$ cat config.mk
export PLATFORM = sky130hd
export DESIGN_NAME = tea_key_regs
export DESIGN_NICKNAME = d
export VERILOG_FILES = /design/src/tea_pkg.sv /design/src/tea_key_regs.sv
export SDC_FILE = /design/constraint.sdc
export NUM_CORES = 1
export LEC_CHECK = 0
export ABC_CLOCK_PERIOD_IN_PS = 4490
export BUFFER_PORTS_ARGS = -buffer_cell sky130_fd_sc_hd__clkbuf_2
export CAP_MARGIN = 5
export CORE_MARGIN = 4
export CORE_UTILIZATION = 54
export CTS_CLUSTER_DIAMETER = 30
export DETAILED_ROUTE_END_ITERATION = 10
export GPL_ROUTABILITY_DRIVEN = 1
export PLACE_DENSITY = 0.83
export SYNTH_ARGS = -nofsm -noshare
export SYNTH_HDL_FRONTEND = slang
export SYNTH_SLANG_ARGS = --single-unit
export TNS_END_PERCENT = 10
$ cat constraint.sdc
create_clock -name clk -period 4.49 [get_ports clk]
set_clock_uncertainty 0.2 [all_clocks]
set_input_delay 1.347 -clock clk [delete_from_list [all_inputs] [get_ports clk]]
set_output_delay 1.347 -clock clk [all_outputs]
set_load 0.02 [all_outputs]
$ cat src/tea_pkg.sv
package tea_pkg;

  // Round constant and round count of the cipher
  localparam logic [31:0] TEA_DELTA  = 32'h9e37_79b9;
  localparam int          TEA_ROUNDS = 32;
  // One cell per half-round
  localparam int          NUM_CELLS  = 2 * TEA_ROUNDS;

  // Operation codes carried by the op field
  localparam logic OP_ENCRYPT = 1'b0;
  localparam logic OP_DECRYPT = 1'b1;

  // Register map, word index taken from paddr[3:2]
  localparam int          ADDR_W = 4;
  localparam logic [1:0]  REG_KEY0 = 2'd0;
  localparam logic [1:0]  REG_KEY1 = 2'd1;
  localparam logic [1:0]  REG_KEY2 = 2'd2;
  localparam logic [1:0]  REG_KEY3 = 2'd3;

  // 128-bit key as four words
  typedef struct packed {
    logic [31:0] k0;
    logic [31:0] k1;
    logic [31:0] k2;
    logic [31:0] k3;
  } key_t;

  // Payload travelling down the chain of cells
  typedef struct packed {
    logic        op;
    logic [31:0] y;
    logic [31:0] z;
  } stage_t;

endpackage

$ cat src/tea_key_regs.sv
module tea_key_regs
  import tea_pkg::*;
(
  input  logic              clk,
  input  logic              rst,
  input  logic              psel,
  input  logic              penable,
  input  logic              pwrite,
  input  logic [ADDR_W-1:0] paddr,
  input  logic [31:0]       pwdata,
  output logic [31:0]       prdata,
  output logic              pready,
  output key_t              key
);

  logic       wr_en;
  logic [1:0] reg_sel;

  assign pready  = 1'b1;
  assign wr_en   = psel && penable && pwrite;
  assign reg_sel = paddr[3:2];

  // Write a key word in the access phase
  always_ff @(posedge clk) begin
    if (rst) begin
      key <= '0;
    end else if (wr_en) begin
      unique case (reg_sel)
        REG_KEY0: key.k0 <= pwdata;
        REG_KEY1: key.k1 <= pwdata;
        REG_KEY2: key.k2 <= pwdata;
        REG_KEY3: key.k3 <= pwdata;
        default:  key    <= key;
      endcase
    end
  end

  // Read back the selected word
  always_comb begin
    unique case (reg_sel)
      REG_KEY0: prdata = key.k0;
      REG_KEY1: prdata = key.k1;
      REG_KEY2: prdata = key.k2;
      REG_KEY3: prdata = key.k3;
      default:  prdata = '0;
    endcase
  end

endmodule

==> results.yml <==
status:
  outcome: "finished, final reports clean"
logic_synthesis:
  yosysWarnings: 0
  synthArstFlopShare_pct: 0
  syn_avg_cell_area_um2: 11.9
  ys_ff_latch: 128
  yosys-top-cells-area: "dfxtp_1 43%, mux2i_1 22%, nand2b_1 17%"
  synth.net_count: 537
  synth_edf_count: 0
  synth_cells: 496
  synth.top_cell.area_share_pct: 43.4
  yosysSeqAreaShare_pct: 43.4
  synth_ff_type: "dfxtp_1"
  synth_most_common_cell: "nand2b_1"
  synth_top_area_cell: "dfxtp_1"
  synth_cell_types: 16
  ys_top_cells_by_count: "160 x nand2b_1, 128 x dfxtp_1, 128 x mux2i_1"
  syn_area_um2: 5900
sta:
  post-route-period-util_pct: 89.7
  timing.final.max_slew_violations: 0
  rsz0062_at_grt: "false"
  finalSetupViolations: 0
  slew_headroom_pct: 38.7
  tightest_slew_ps: 919
  period_minus_slack_ps: 4030
  final_hold_viol_count: 0
  fmax_mhz: 248
  fin_tns_setup_ps: 0
clock_network:
  cts_setup_buffers: 0
  clk_pin_slew_ps: 60
  cts-resized-gates: 0
  clk_latency_ps: 510
  cts_max_path_buffers: 2
  clock-root-buffer: "clkbuf_8"
  h-tree-depth: 4
  cts_buffers: 17
  cts_num_sinks: 128
  cts_hold_buf: 0
  cts_tree: "yes"
critical_path:
  crit_top_cell: "clkbuf_2"
  reg2regPathDepth: 2
  regToRegSetupSlack_ps: 3590
  critPathLaunchType: "input port"
  slowest_stage: "mux4_2"
  cp_cell_sequence: "clkbuf_2, buf_12, mux4_2, clkbuf_2"
  required_ps: 2940
  rr_startpoint: "key[71]"
  r2r_end: "key[71]"
  critPathMaxFanout: 7
  critPathCaptureType: "output port"
  crit_type: "input port to output port"
  cp.arrival_ps: 2480
  crit_path_max_incr_delay_ps: 500
layout:
  utilization_pct: 71.8
  nets: 727
  fillers: 758
  layoutNonFillerInstCount: 835
  top_register: "key"
  multi_input_area_um2: 3090
  reg_top3: "key x128"
  drive_gt1_share_pct: 39.6
  antenna_cells: 0
  largest_register_ffs: 128
  regArea_um2: 2560
  synthToLayoutAreaGrowth_pct: 27.3
place:
  port-buffer-count: 198
  dpl.hpwl_um: 10500
  globalplace.congestion: 0.821
  place_inst: 803
floorplan:
  core_um2: 10500
  start_util_pct: 56.4
  ioPinCount: 202
  die-area_um2: 12700
  die_h_um: 113
  rows: 37
  die_x_um: 113
global_routing:
  grt-ovfl-total: 0
  antenna_found_initial: 0
  grt_pass1_vias: 4615
  grt_max_degree: 91
  grt_usage_pct: 23.5
  grt_pass1_wl_um: 23900
worst_hold_path:
  min_path_cells: 2
  hold_class: "flop to flop"
  hold_end: "key[89]"
  hp-start: "key[89]"
flow_run:
  maxCapViolations: 0
detailed_routing:
  drc: 0
  drt-pass1-iter-count: 4
  vias: 4426
  drt_iter0_drc: 263
  viasPerCell: 5.30
  post_drt_wl_per_cell_um: 17.5
  wl_um: 14600
  ant_nets: 0
power_and_ir_drop:
  ir_worst_vdd_mv: 0.194
  power_density_nw_per_um2: 355
  power.leakage_nw: 3.76
-- how the worst max path moves through the flow --
stage,to,slack [ps],depth (start not counted),start
5_1_grt,prdata[10],400,4,paddr[2]
2_1_floorplan,prdata[21],640,3,paddr[3]
4_1_cts,prdata[29],430,4,paddr[3]
3_3_place_gp,prdata[30],460,4,paddr[3]
6_report,prdata[29],460,4,paddr[3]
3_5_place_dp,prdata[29],440,4,paddr[3]
-- through the flow --
step | hold WS [ps] | total power [mW] | setup WS, ps | area (um^2)
finish | 287 | 2.67 | 464 | 7510
detailed placement | 279 | 1.38 | 438 | 6940
global placement | 269 | 1.38 | 456 | 6940
floorplan | 355 | 1.32 | 635 | 5900
CTS | 288 | 2.69 | 434 | 7510
global route | 309 | 2.76 | 403 | 7510
-- layer usage --
metal | GRT usage, % | vias to the layer above | part of all wire [%]
li1 | - | 2094 | -
met1 | 28.3 | 2145 | 40
met2 | 40.8 | 165 | 51
met3 | 5.34 | 22 | 6.9
met4 | 9.38 | 0 | 1.7
met5 | 0 | - | 0
-- worst max-delay path: cells and delay by family --
| kind | cells | cell delay, ps |
|---|---|---|
| buffers and inverters | 3 | 630 |
| muxes | 1 | 500 |
-- report_power, final --
part	total (mW)	switching, mW	internal [mW]
Combinational	0.195	0.106	0.0889
Sequential	1.16	0.0123	1.15
Clock	1.31	0.479	0.830
-- cell usage in the layout, fill, tap and decap left out, types with 2 or more instances in the layout --
cell type	n
clkbuf_2	197
nand2b_1	160
mux2i_1	128
dfxtp_1	128
mux4_2	32
clkbuf_16	16
buf_4	9
clkinv_2	5
clkbuf_8	4
buf_12	3
nand3_2	2
clkbuf_1	2
bufinv_16	2
clkinv_4	2
-- final cells by class --
class | instances | share of cell area [%]
Multi-Input combinational cell | 329 | 41.1
Clock buffer | 22 | 6.16
Clock inverter | 10 | 1.47
Tap cell | 136 | 2.27
Timing Repair Buffer | 210 | 14.9
Sequential cell | 128 | 34.1
-- cells by family after synthesis --
group,after synthesis,synth area share [%]
buf+inv,39,4.37
flops,128,43.4
mux,160,33.9
simple gates,168,18.2
other cells,1,0.0636
No activity file was read; power rests on OpenSTA's default activity.
