==> config.mk <==
export PLATFORM = sky130hd
export DESIGN_NAME = tea_cell
export DESIGN_NICKNAME = d
export VERILOG_FILES = /design/src/tea_pkg.sv /design/src/tea_cell.sv
export SDC_FILE = /design/constraint.sdc
export NUM_CORES = 1
export LEC_CHECK = 0
export BUFFER_PORTS_ARGS = -buffer_cell sky130_fd_sc_hd__buf_2
export CORE_ASPECT_RATIO = 1.2
export CORE_MARGIN = 2
export CORE_UTILIZATION = 55
export CTS_BUF_LIST = sky130_fd_sc_hd__clkbuf_16
export CTS_CLUSTER_DIAMETER = 30
export CTS_CLUSTER_SIZE = 28
export DETAILED_ROUTE_END_ITERATION = 10
export PLACE_DENSITY = 0.82
export SYNTH_ARGS = -nofsm -noshare
export SYNTH_HDL_FRONTEND = slang
export SYNTH_SLANG_ARGS = --single-unit
export TNS_END_PERCENT = 50
==> constraint.sdc <==
create_clock -name clk -period 17.3 [get_ports clk]
set_input_delay 0.865 -clock clk [delete_from_list [all_inputs] [get_ports clk]]
set_output_delay 0.865 -clock clk [all_outputs]
set_load 0.02 [all_outputs]
==> src/tea_pkg.sv <==
package tea_pkg;

  // Round constant and round count of the cipher
  localparam logic [31:0] TEA_DELTA  = 32'h9e37_79b9;
  localparam int          TEA_ROUNDS = 32;
  // One cell per half-round
  localparam int          NUM_CELLS  = 2 * TEA_ROUNDS;

  // Operation codes carried by the op field
  localparam logic OP_ENCRYPT = 1'b0;
  localparam logic OP_DECRYPT = 1'b1;

  // Register map, word index taken from paddr[3:2]
  localparam int          ADDR_W = 4;
  localparam logic [1:0]  REG_KEY0 = 2'd0;
  localparam logic [1:0]  REG_KEY1 = 2'd1;
  localparam logic [1:0]  REG_KEY2 = 2'd2;
  localparam logic [1:0]  REG_KEY3 = 2'd3;

  // 128-bit key as four words
  typedef struct packed {
    logic [31:0] k0;
    logic [31:0] k1;
    logic [31:0] k2;
    logic [31:0] k3;
  } key_t;

  // Payload travelling down the chain of cells
  typedef struct packed {
    logic        op;
    logic [31:0] y;
    logic [31:0] z;
  } stage_t;

endpackage

==> src/tea_cell.sv <==
module tea_cell
  import tea_pkg::*;
#(
  parameter int ROUND_IDX = 0,
  parameter bit HALF      = 1'b0
) (
  input  logic   clk,
  input  logic   rst,
  input  logic   adv,
  input  key_t   key,
  input  logic   in_valid,
  input  stage_t in_data,
  output logic   out_valid,
  output stage_t out_data
);

  // Running sum of this round, fixed at elaboration for both directions
  localparam logic [31:0] SUM_ENC = 32'(TEA_DELTA * 32'(ROUND_IDX + 1));
  localparam logic [31:0] SUM_DEC = 32'(TEA_DELTA * 32'(TEA_ROUNDS - ROUND_IDX));

  logic        upd_y;
  logic [31:0] src;
  logic [31:0] dst;
  logic [31:0] ka;
  logic [31:0] kb;
  logic [31:0] sum;
  logic [31:0] mix;
  logic [31:0] res;
  stage_t      data_next;

  // Encryption updates y first, decryption z first
  assign upd_y = (in_data.op == HALF);
  assign src   = upd_y ? in_data.z : in_data.y;
  assign dst   = upd_y ? in_data.y : in_data.z;
  assign ka    = upd_y ? key.k0 : key.k2;
  assign kb    = upd_y ? key.k1 : key.k3;
  assign sum   = (in_data.op == OP_DECRYPT) ? SUM_DEC : SUM_ENC;

  // Half-round mix, added or taken away
  assign mix = ((src << 4) + ka) ^ (src + sum) ^ ((src >> 5) + kb);
  assign res = (in_data.op == OP_DECRYPT) ? (dst - mix) : (dst + mix);

  always_comb begin
    data_next = in_data;
    if (upd_y) begin
      data_next.y = res;
    end else begin
      data_next.z = res;
    end
  end

  // Advance with the whole chain, hold on stall
  always_ff @(posedge clk) begin
    if (rst) begin
      out_valid <= 1'b0;
    end else if (adv) begin
      out_valid <= in_valid;
    end
  end

  always_ff @(posedge clk) begin
    if (adv) begin
      out_data <= data_next;
    end
  end

endmodule

==> impl_metrics.py, run 1 <==
metrics = {
    "outcome": {
        "status": "complete, no violations",
    },
    "sta": {
        "min_period_ns": 9.37,
        "final_hold_viol_count": 0,
        "maxSlewHeadroom_pct": 35.7,
        "fin_skew_ns": 0,
        "setup_viol": 0,
        "fmax_mhz": 107,
        "setup_tns_ns": 0,
        "slew_violations": 0,
        "finalCritPeriodShare_pct": 54.1,
        "tightest_slew_ns": 0.964,
        "rsz0062_at_grt": "false",
    },
    "finish": {
        "synthToLayoutAreaGrowth_pct": 15.8,
        "finish.utilization_pct": 65.3,
        "seqCellArea_um2": 1970,
        "final_cells": 1808,
        "final_area_um2": 12900,
        "n_fill_cell": 1708,
        "nets": 1834,
        "multi_input_area_um2": 8710,
        "drive_above_1_share_pct": 26.1,
    },
    "drt": {
        "wire_per_inst_um": 18.4,
        "wirelength_mm": 33.2,
        "drtIter0Drc": 970,
        "dr.pass1.iters": 5,
        "final_antenna_net_count": 0,
        "via_per_inst": 6.02,
        "drc_errors": 0,
        "num_vias": 10900,
    },
    "worst_setup_path": {
        "reg2reg_depth": 2,
        "startpoint": "in_data[64]",
        "critPathCaptureType": "register",
        "reg2reg_from": "out_valid$_SDFFE_PP0P_",
        "critical_path_class": "in -> reg",
        "timing.critical_path.to": "out_data[63]$_DFFE_PP_",
        "reg2reg_to": "out_valid$_SDFFE_PP0P_",
        "slowest_stage": "buf_4",
        "critPathRequiredTime_ns": 17.36,
        "cp.arrival_ns": 9.43,
        "cp_max_fo": 125,
        "cp_num_buf_inv": 3,
        "cp-start-kind": "primary input",
        "cp_top_family": "simple AND/OR/NAND/NOR gates",
        "worst_path_largest_cell_delay_ns": 0.86,
        "cp.depth": 29,
        "ff2ff_setup_slack_ns": 16.72,
    },
    "logic_synthesis": {
        "ys.flop_type": "edfxtp_1",
        "ys_seq_area_share_pct": 17.8,
        "synth_top_family_by_area": "compound AO/OA/AOI/OAI gates",
        "asyncSetResetFlopFracSynth_pct": 0,
        "yosys_warnings": 0,
        "synth_cell_types": 89,
        "synth_seq_cells": 66,
        "avgSynthCellArea_um2": 8.48,
        "syn_area_um2": 11100,
        "synthAdderAreaFrac_pct": 11.2,
        "syn_inst": 1310,
        "yosys.area_share.simple_pct": 15.8,
        "synth_compound_area_share_pct": 22.7,
        "synth_mux_area_share_pct": 11.8,
        "synth_xor_area_share_pct": 16.9,
        "syn_nets": 1605,
        "synth_edf_count": 65,
    },
    "clocking": {
        "cts_tree": "done",
        "cts_made_buffers": 9,
        "clock-sinks": 66,
        "cts_buffer_depth": 2,
        "ctsResizeCount": 0,
        "cts_root_buffer": "clkbuf_16",
        "clkTransAtPathRegs_ns": 0.06,
        "insertion_delay_ns": 0.32,
        "htreeDepth": 3,
        "cts_setup_buffers": 0,
        "holdBufCountCts": 0,
    },
    "pwr": {
        "p_sw_mw": 0.901,
        "power_density_nw_per_um2": 146,
        "p_clk_share_pct": 9.0,
        "cellInternalPower_mw": 0.971,
        "power_frac_seq_pct": 16.1,
        "comb_power_share_pct": 75.0,
        "leakagePower_nw": 5.67,
        "swShare_pct": 48.1,
        "vdd_drop_max_v": 0.0000999,
        "finalPower_mw": 1.87,
    },
    "placement": {
        "numPlacedInstances": 1789,
        "portBuffers": 262,
        "place_area_um2": 12600,
        "dpl.hpwl_mm": 27.1,
        "globalplace.congestion": 0.980,
    },
    "min_path": {
        "hp-class": "reg -> reg",
        "min_delay_path_depth": 2,
    },
    "floorplanning": {
        "dieWidth_um": 134,
        "fp.coreArea_um2": 19700,
        "rows": 56,
        "die_h_um": 160,
        "num_io_pins": 263,
        "initial_core_util_pct": 56.4,
        "die_area_um2": 21300,
    },
    "global_routing": {
        "grt_overflow_total": 0,
        "grt_pass1_wl_mm": 52.7,
        "grt_usage_pct": 30.4,
        "grt_pass1_vias": 10300,
        "grt_max_degree": 126,
        "antenna_found_initial": 4,
    },
    "job": {
        "maxCapViolations": 0,
    },
}
layout by cell type (no fill, tap or decap), drive strengths merged, types with 6 or more instances in the layout:
cell type,count
nand2,97
o21a,9
o21bai,14
and2,10
a21boi,11
o21ai,107
ha,95
mux2i,23
and3,7
nor3,21
nor3b,8
mux2,96
or4,7
a211oi,7
a221oi,6
inv,55
a31oi,21
nand4,9
nor2b,18
o211ai,7
o22ai,8
nand3,19
edfxtp,65
or3,6
nand2b,22
a21oi,101
xnor3,12
nor2,79
clkbuf,10
buf,266
xnor2,134
a21o,31
o31ai,8
xor2,49
registers in the layout, summed over array words and instances, names as in the netlist:
name,count
out_data,65
out_valid,1
worst reg2reg max path, delay by kind of cell (launching register included):
| kind | cells | cell delay (ns) |
|---|---|---|
| mux | 1 | 0.12 |
| flops | 1 | 0.31 |
| simple gates | 1 | 0.05 |
per-stage QoR:
| step | worst slack, ns | hold slack [ns] |
|---|---|---|
| 4_1_cts | 8.12 | 0.505 |
| 6_report | 7.93 | 0.502 |
| 5_1_grt | 7.40 | 0.530 |
| 3_3_place_gp | 8.13 | 0.473 |
| 3_5_place_dp | 7.77 | 0.490 |
| 2_1_floorplan | 8.59 | 0.579 |
kinds of logic after synthesis:
logic type | count (synthesis)
buf+inv | 102
fa+ha+maj | 98
compound gates | 393
flops | 66
simple gates | 337
xor+xnor | 195
mux | 119
cells in the mapped netlist (all sizes together), types with 14 or more instances:
| cell type | instances | area, µm² |
|---|---|---|
| xor2 | 49 | 429 |
| a21o | 31 | 233 |
| nand2 | 97 | 364 |
| mux2 | 96 | 1080 |
| o21bai | 14 | 105 |
| a31oi | 21 | 131 |
| nand2b | 22 | 138 |
| nor2b | 18 | 113 |
| mux2i | 23 | 230 |
| o21ai | 107 | 536 |
| nor2 | 79 | 297 |
| ha | 95 | 1190 |
| clkbuf | 38 | 143 |
| xnor2 | 134 | 1180 |
| nor3 | 21 | 115 |
| nand3 | 19 | 95.1 |
| inv | 53 | 199 |
| a21oi | 101 | 505 |
| edfxtp | 65 | 1950 |
worst min-delay path by stage:
stage	from	endpoint	slack, ns
2_1_floorplan	out_valid$_SDFFE_PP0P_	out_valid$_SDFFE_PP0P_	0.58
3_3_place_gp	out_valid$_SDFFE_PP0P_	out_valid$_SDFFE_PP0P_	0.47
3_5_place_dp	out_valid$_SDFFE_PP0P_	out_valid$_SDFFE_PP0P_	0.49
4_1_cts	out_valid$_SDFFE_PP0P_	out_valid$_SDFFE_PP0P_	0.51
5_1_grt	out_valid$_SDFFE_PP0P_	out_valid$_SDFFE_PP0P_	0.53
6_report	out_valid$_SDFFE_PP0P_	out_valid$_SDFFE_PP0P_	0.50
power by group through the flow:
stage	Sequential (mW)	Clock (mW)	Combinational, mW
finish	0.301	0.168	1.40
global route	0.307	0.176	1.53
CTS	0.302	0.169	1.38
detailed placement	0.303	0	1.37
global placement	0.301	0	1.35
floorplan	0.399	0	0.952
routing by layer:
metal / GRT usage [%] / vias up / part of all wire (%)
li1: - / 5319 / -
met1: 44.9 / 5034 / 46
met2: 48.4 / 494 / 45
met3: 1.33 / 46 / 7.2
met4: 8.22 / 0 / 1.7
met5: 0 / - / 0
area by class of cell:
cell class / count / share of cell area, %
multi-input combinational: 1142 / 67.8
tap: 261 / 2.54
inverter: 53 / 1.55
clock buffer: 9 / 1.75
clock inverter: 6 / 0.399
timing repair buffer: 267 / 10.6
sequential: 66 / 15.3
antenna: 4 / 0.0779
Power figures use the tool's default switching activity.
==> run 2, diff against run 1 <==
Settings changed: ABC_AREA set to 1, PLACE_DENSITY 0.82 to 0.8.
Clock period 17.3 ns to 9.5 ns, I/O delays scaled along.
==> run 2 against run 1 <==
Die area rose by 19%. Critical endpoint is now out_data[26]$_DFFE_PP_. Clock power rose by 140%. Critical path type unchanged. Hold slack got worse by 0.21 ns. Sequential power up 57%.
==> impl_metrics.py, run 2 <==
metrics = {
    "outcome": {
        "status": "complete, no violations",
    },
    "floorplanning": {
        "die_h_um": 174,
        "num_io_pins": 263,
        "die_area_um2": 25300,
        "dieWidth_um": 146,
        "initial_core_util_pct": 55.6,
        "fp.coreArea_um2": 23800,
        "rows": 62,
    },
    "finish": {
        "synthToLayoutAreaGrowth_pct": 14.2,
        "n_fill_cell": 2266,
        "reg.largest.list": "out_data (65), out_valid (1)",
        "nets": 2863,
        "largest_reg_flops": 65,
        "final_area_um2": 15100,
        "seqCellArea_um2": 1970,
        "final_common_cell": "nand2_1",
        "final_cell_mix": "960 x nand2_1, 272 x inv_1, 261 x buf_2",
        "regMostFlops": "out_data",
        "diodes": 0,
        "multi_input_area_um2": 9950,
        "drive_above_1_share_pct": 15.2,
    },
    "global_routing": {
        "grt_overflow_total": 0,
        "grt_max_degree": 89,
        "grt_usage_pct": 37.8,
        "grt_pass1_wl_mm": 76.2,
        "antenna_found_initial": 0,
        "grt_pass1_vias": 15100,
    },
    "sta": {
        "tightest_slew_ns": 0.930,
        "fin_ws_ns": 2.12,
        "rsz0062_at_grt": "false",
        "maxSlewHeadroom_pct": 37.3,
        "fmax_mhz": 136,
        "final_hold_viol_count": 0,
        "setup_tns_ns": 0,
        "finalCritPeriodShare_pct": 77.7,
        "slew_violations": 0,
        "fin_skew_ns": 0,
        "setup_viol": 0,
        "min_period_ns": 7.38,
    },
    "worst_setup_path": {
        "startpoint": "in_data[64]",
        "critPathCaptureType": "register",
        "critical_path_class": "in -> reg",
        "timing.critical_path.to": "out_data[26]$_DFFE_PP_",
        "critPathRequiredTime_ns": 9.61,
        "reg2reg_to": "out_valid$_SDFFE_PP0P_",
        "reg2reg_from": "out_valid$_SDFFE_PP0P_",
        "cp_max_fo": 71,
        "ff2ff_setup_slack_ns": 8.85,
        "cp-start-kind": "primary input",
        "cp.arrival_ns": 7.49,
        "reg2reg_depth": 2,
    },
    "clocking": {
        "clock-sinks": 66,
        "cts_tree": "done",
        "insertion_delay_ns": 0.35,
        "cts_made_buffers": 9,
        "ctsResizeCount": 0,
        "cts_buffer_depth": 2,
        "htreeDepth": 3,
        "cts_setup_buffers": 0,
        "holdBufCountCts": 0,
        "clkTransAtPathRegs_ns": 0.06,
        "cts_root_buffer": "clkbuf_16",
    },
    "logic_synthesis": {
        "synth_top_area_share_pct": 27.2,
        "syn_area_um2": 13200,
        "asyncSetResetFlopFracSynth_pct": 0,
        "yosys_warnings": 0,
        "synth_area_leaders": "nand2_1 27%, edfxtp_1 15%, ha_1 9.0%",
        "ys.flop_type": "edfxtp_1",
        "avgSynthCellArea_um2": 5.67,
        "syn_nets": 2627,
        "synth_seq_cells": 66,
        "post-synth-top-count-cell": "nand2_1",
        "ys_seq_area_share_pct": 14.9,
        "synth_common_cells": "960 x nand2_1, 272 x inv_1, 165 x nand3_1, 158 x nor2_1",
        "yosysTopAreaCell": "nand2_1",
        "syn_inst": 2332,
        "synth_edf_count": 65,
        "synth_cell_types": 52,
    },
    "placement": {
        "preCtsSetupSlack_ns": 2.14,
        "dpl.hpwl_mm": 40.9,
        "place_area_um2": 14800,
        "portBuffers": 262,
        "globalplace.congestion": 1.04,
    },
    "pwr": {
        "leakagePower_nw": 8.67,
        "power_density_nw_per_um2": 195,
        "vdd_drop_max_v": 0.000104,
    },
    "drt": {
        "via_per_inst": 5.60,
        "dr.pass1.iters": 8,
        "wirelength_mm": 49.0,
        "drc_errors": 0,
        "wire_per_inst_um": 16.9,
        "drtIter0Drc": 1533,
        "final_antenna_net_count": 0,
        "num_vias": 16200,
    },
    "min_path": {
        "hp-class": "in -> reg",
        "min_delay_path_depth": 2,
    },
    "job": {
        "maxCapViolations": 0,
    },
}
## run 2: cell types whose count changed in the layout (fill, tap and decap cells not counted), moves of 14 or more
cell and delta:
nor2b_1 -18, nand3_1 +146, inv_1 +217, nand2_2 +34, mux2_2 -96, nor2_1 +79
inv_2 +14, nand2_1 +863, nand2b_1 -21, xnor2_1 -91, a21o_1 -21, mux2i_1 -21
nand4_1 +26
## run 2: stage by stage
stage / power, mW / hold slack (ns) / utilization (%) / cells
3_3_place_gp: 2.42 / 0.471 / 62.0 / 2877
6_report: 2.94 / 0.293 / 63.5 / 2893
2_1_floorplan: 1.92 / 0.547 / - / 2332
4_1_cts: 2.89 / 0.293 / 63.5 / 2893
5_1_grt: 3.16 / 0.292 / 63.5 / 2893
3_5_place_dp: 2.47 / 0.489 / 62.0 / 2877
## run 2: critical path: stages
cell and delay, ns:
buf_6 0.36, buf_4 0.68, nand2_2 0.20, nand2_4 0.20
ha_1 0.28, fa_1 0.52, xnor2_1 0.19, nand2_1 0.07
nand2_1 0.11, inv_1 0.07, ha_1 0.29, nand2_1 0.07
o21ai_0 0.16, fa_1 0.50, o21ai_0 0.46, nand3_1 0.15
nand2_1 0.13, nand2_1 0.06, nand2_1 0.12, a21boi_0 0.15
o21ai_0 0.73, a21boi_0 0.30, o21ai_0 0.46, a21oi_1 0.20
o21ai_0 0.26, nand2_1 0.10, nand3_1 0.10, nand2_1 0.06
## run 2: routing by layer
layer | up-vias | share of wire, % | GRT usage (%)
met5 | - | 0 | 0
li1 | 7992 | - | -
met1 | 7219 | 41 | 48.4
met4 | 0 | 4.5 | 16.9
met3 | 136 | 8.4 | 3.12
met2 | 864 | 47 | 65.1
## run 2: worst min path at each step
stage	start	endpoint	slack [ns]
finish	rst	out_valid$_SDFFE_PP0P_	0.29
global route	rst	out_valid$_SDFFE_PP0P_	0.29
CTS	rst	out_valid$_SDFFE_PP0P_	0.29
detailed placement	out_valid$_SDFFE_PP0P_	out_valid$_SDFFE_PP0P_	0.49
global placement	out_valid$_SDFFE_PP0P_	out_valid$_SDFFE_PP0P_	0.47
floorplan	rst	out_valid$_SDFFE_PP0P_	0.55
## run 2: final cells by class
| class | instances | share of cell area [%] |
|---|---|---|
| inverters | 289 | 7.21 |
| well taps | 320 | 2.65 |
| repair buffers | 267 | 8.96 |
| clock inverters | 7 | 0.819 |
| multi-input cells | 1935 | 65.8 |
| clock buffers | 9 | 1.49 |
| flip-flops and latches | 66 | 13.0 |
## run 2: cells by family (layout without fill, tap and decap cells)
kind of cell	after synthesis	in the layout	synth area share, %
flops	66	66	14.9
mux	2	2	0.151
simple gates	1437	1437	46.1
xor+xnor	103	103	6.98
buf+inv	331	572	9.90
compound gates	295	295	12.5
fa+ha+maj	98	98	9.44
## run 2: power breakdown
group	internal, mW	total (mW)	switching [mW]
Sequential	0.451	0.472	0.0208
Clock	0.259	0.400	0.141
Combinational	0.683	2.07	1.39
Total	1.39	2.94	1.55
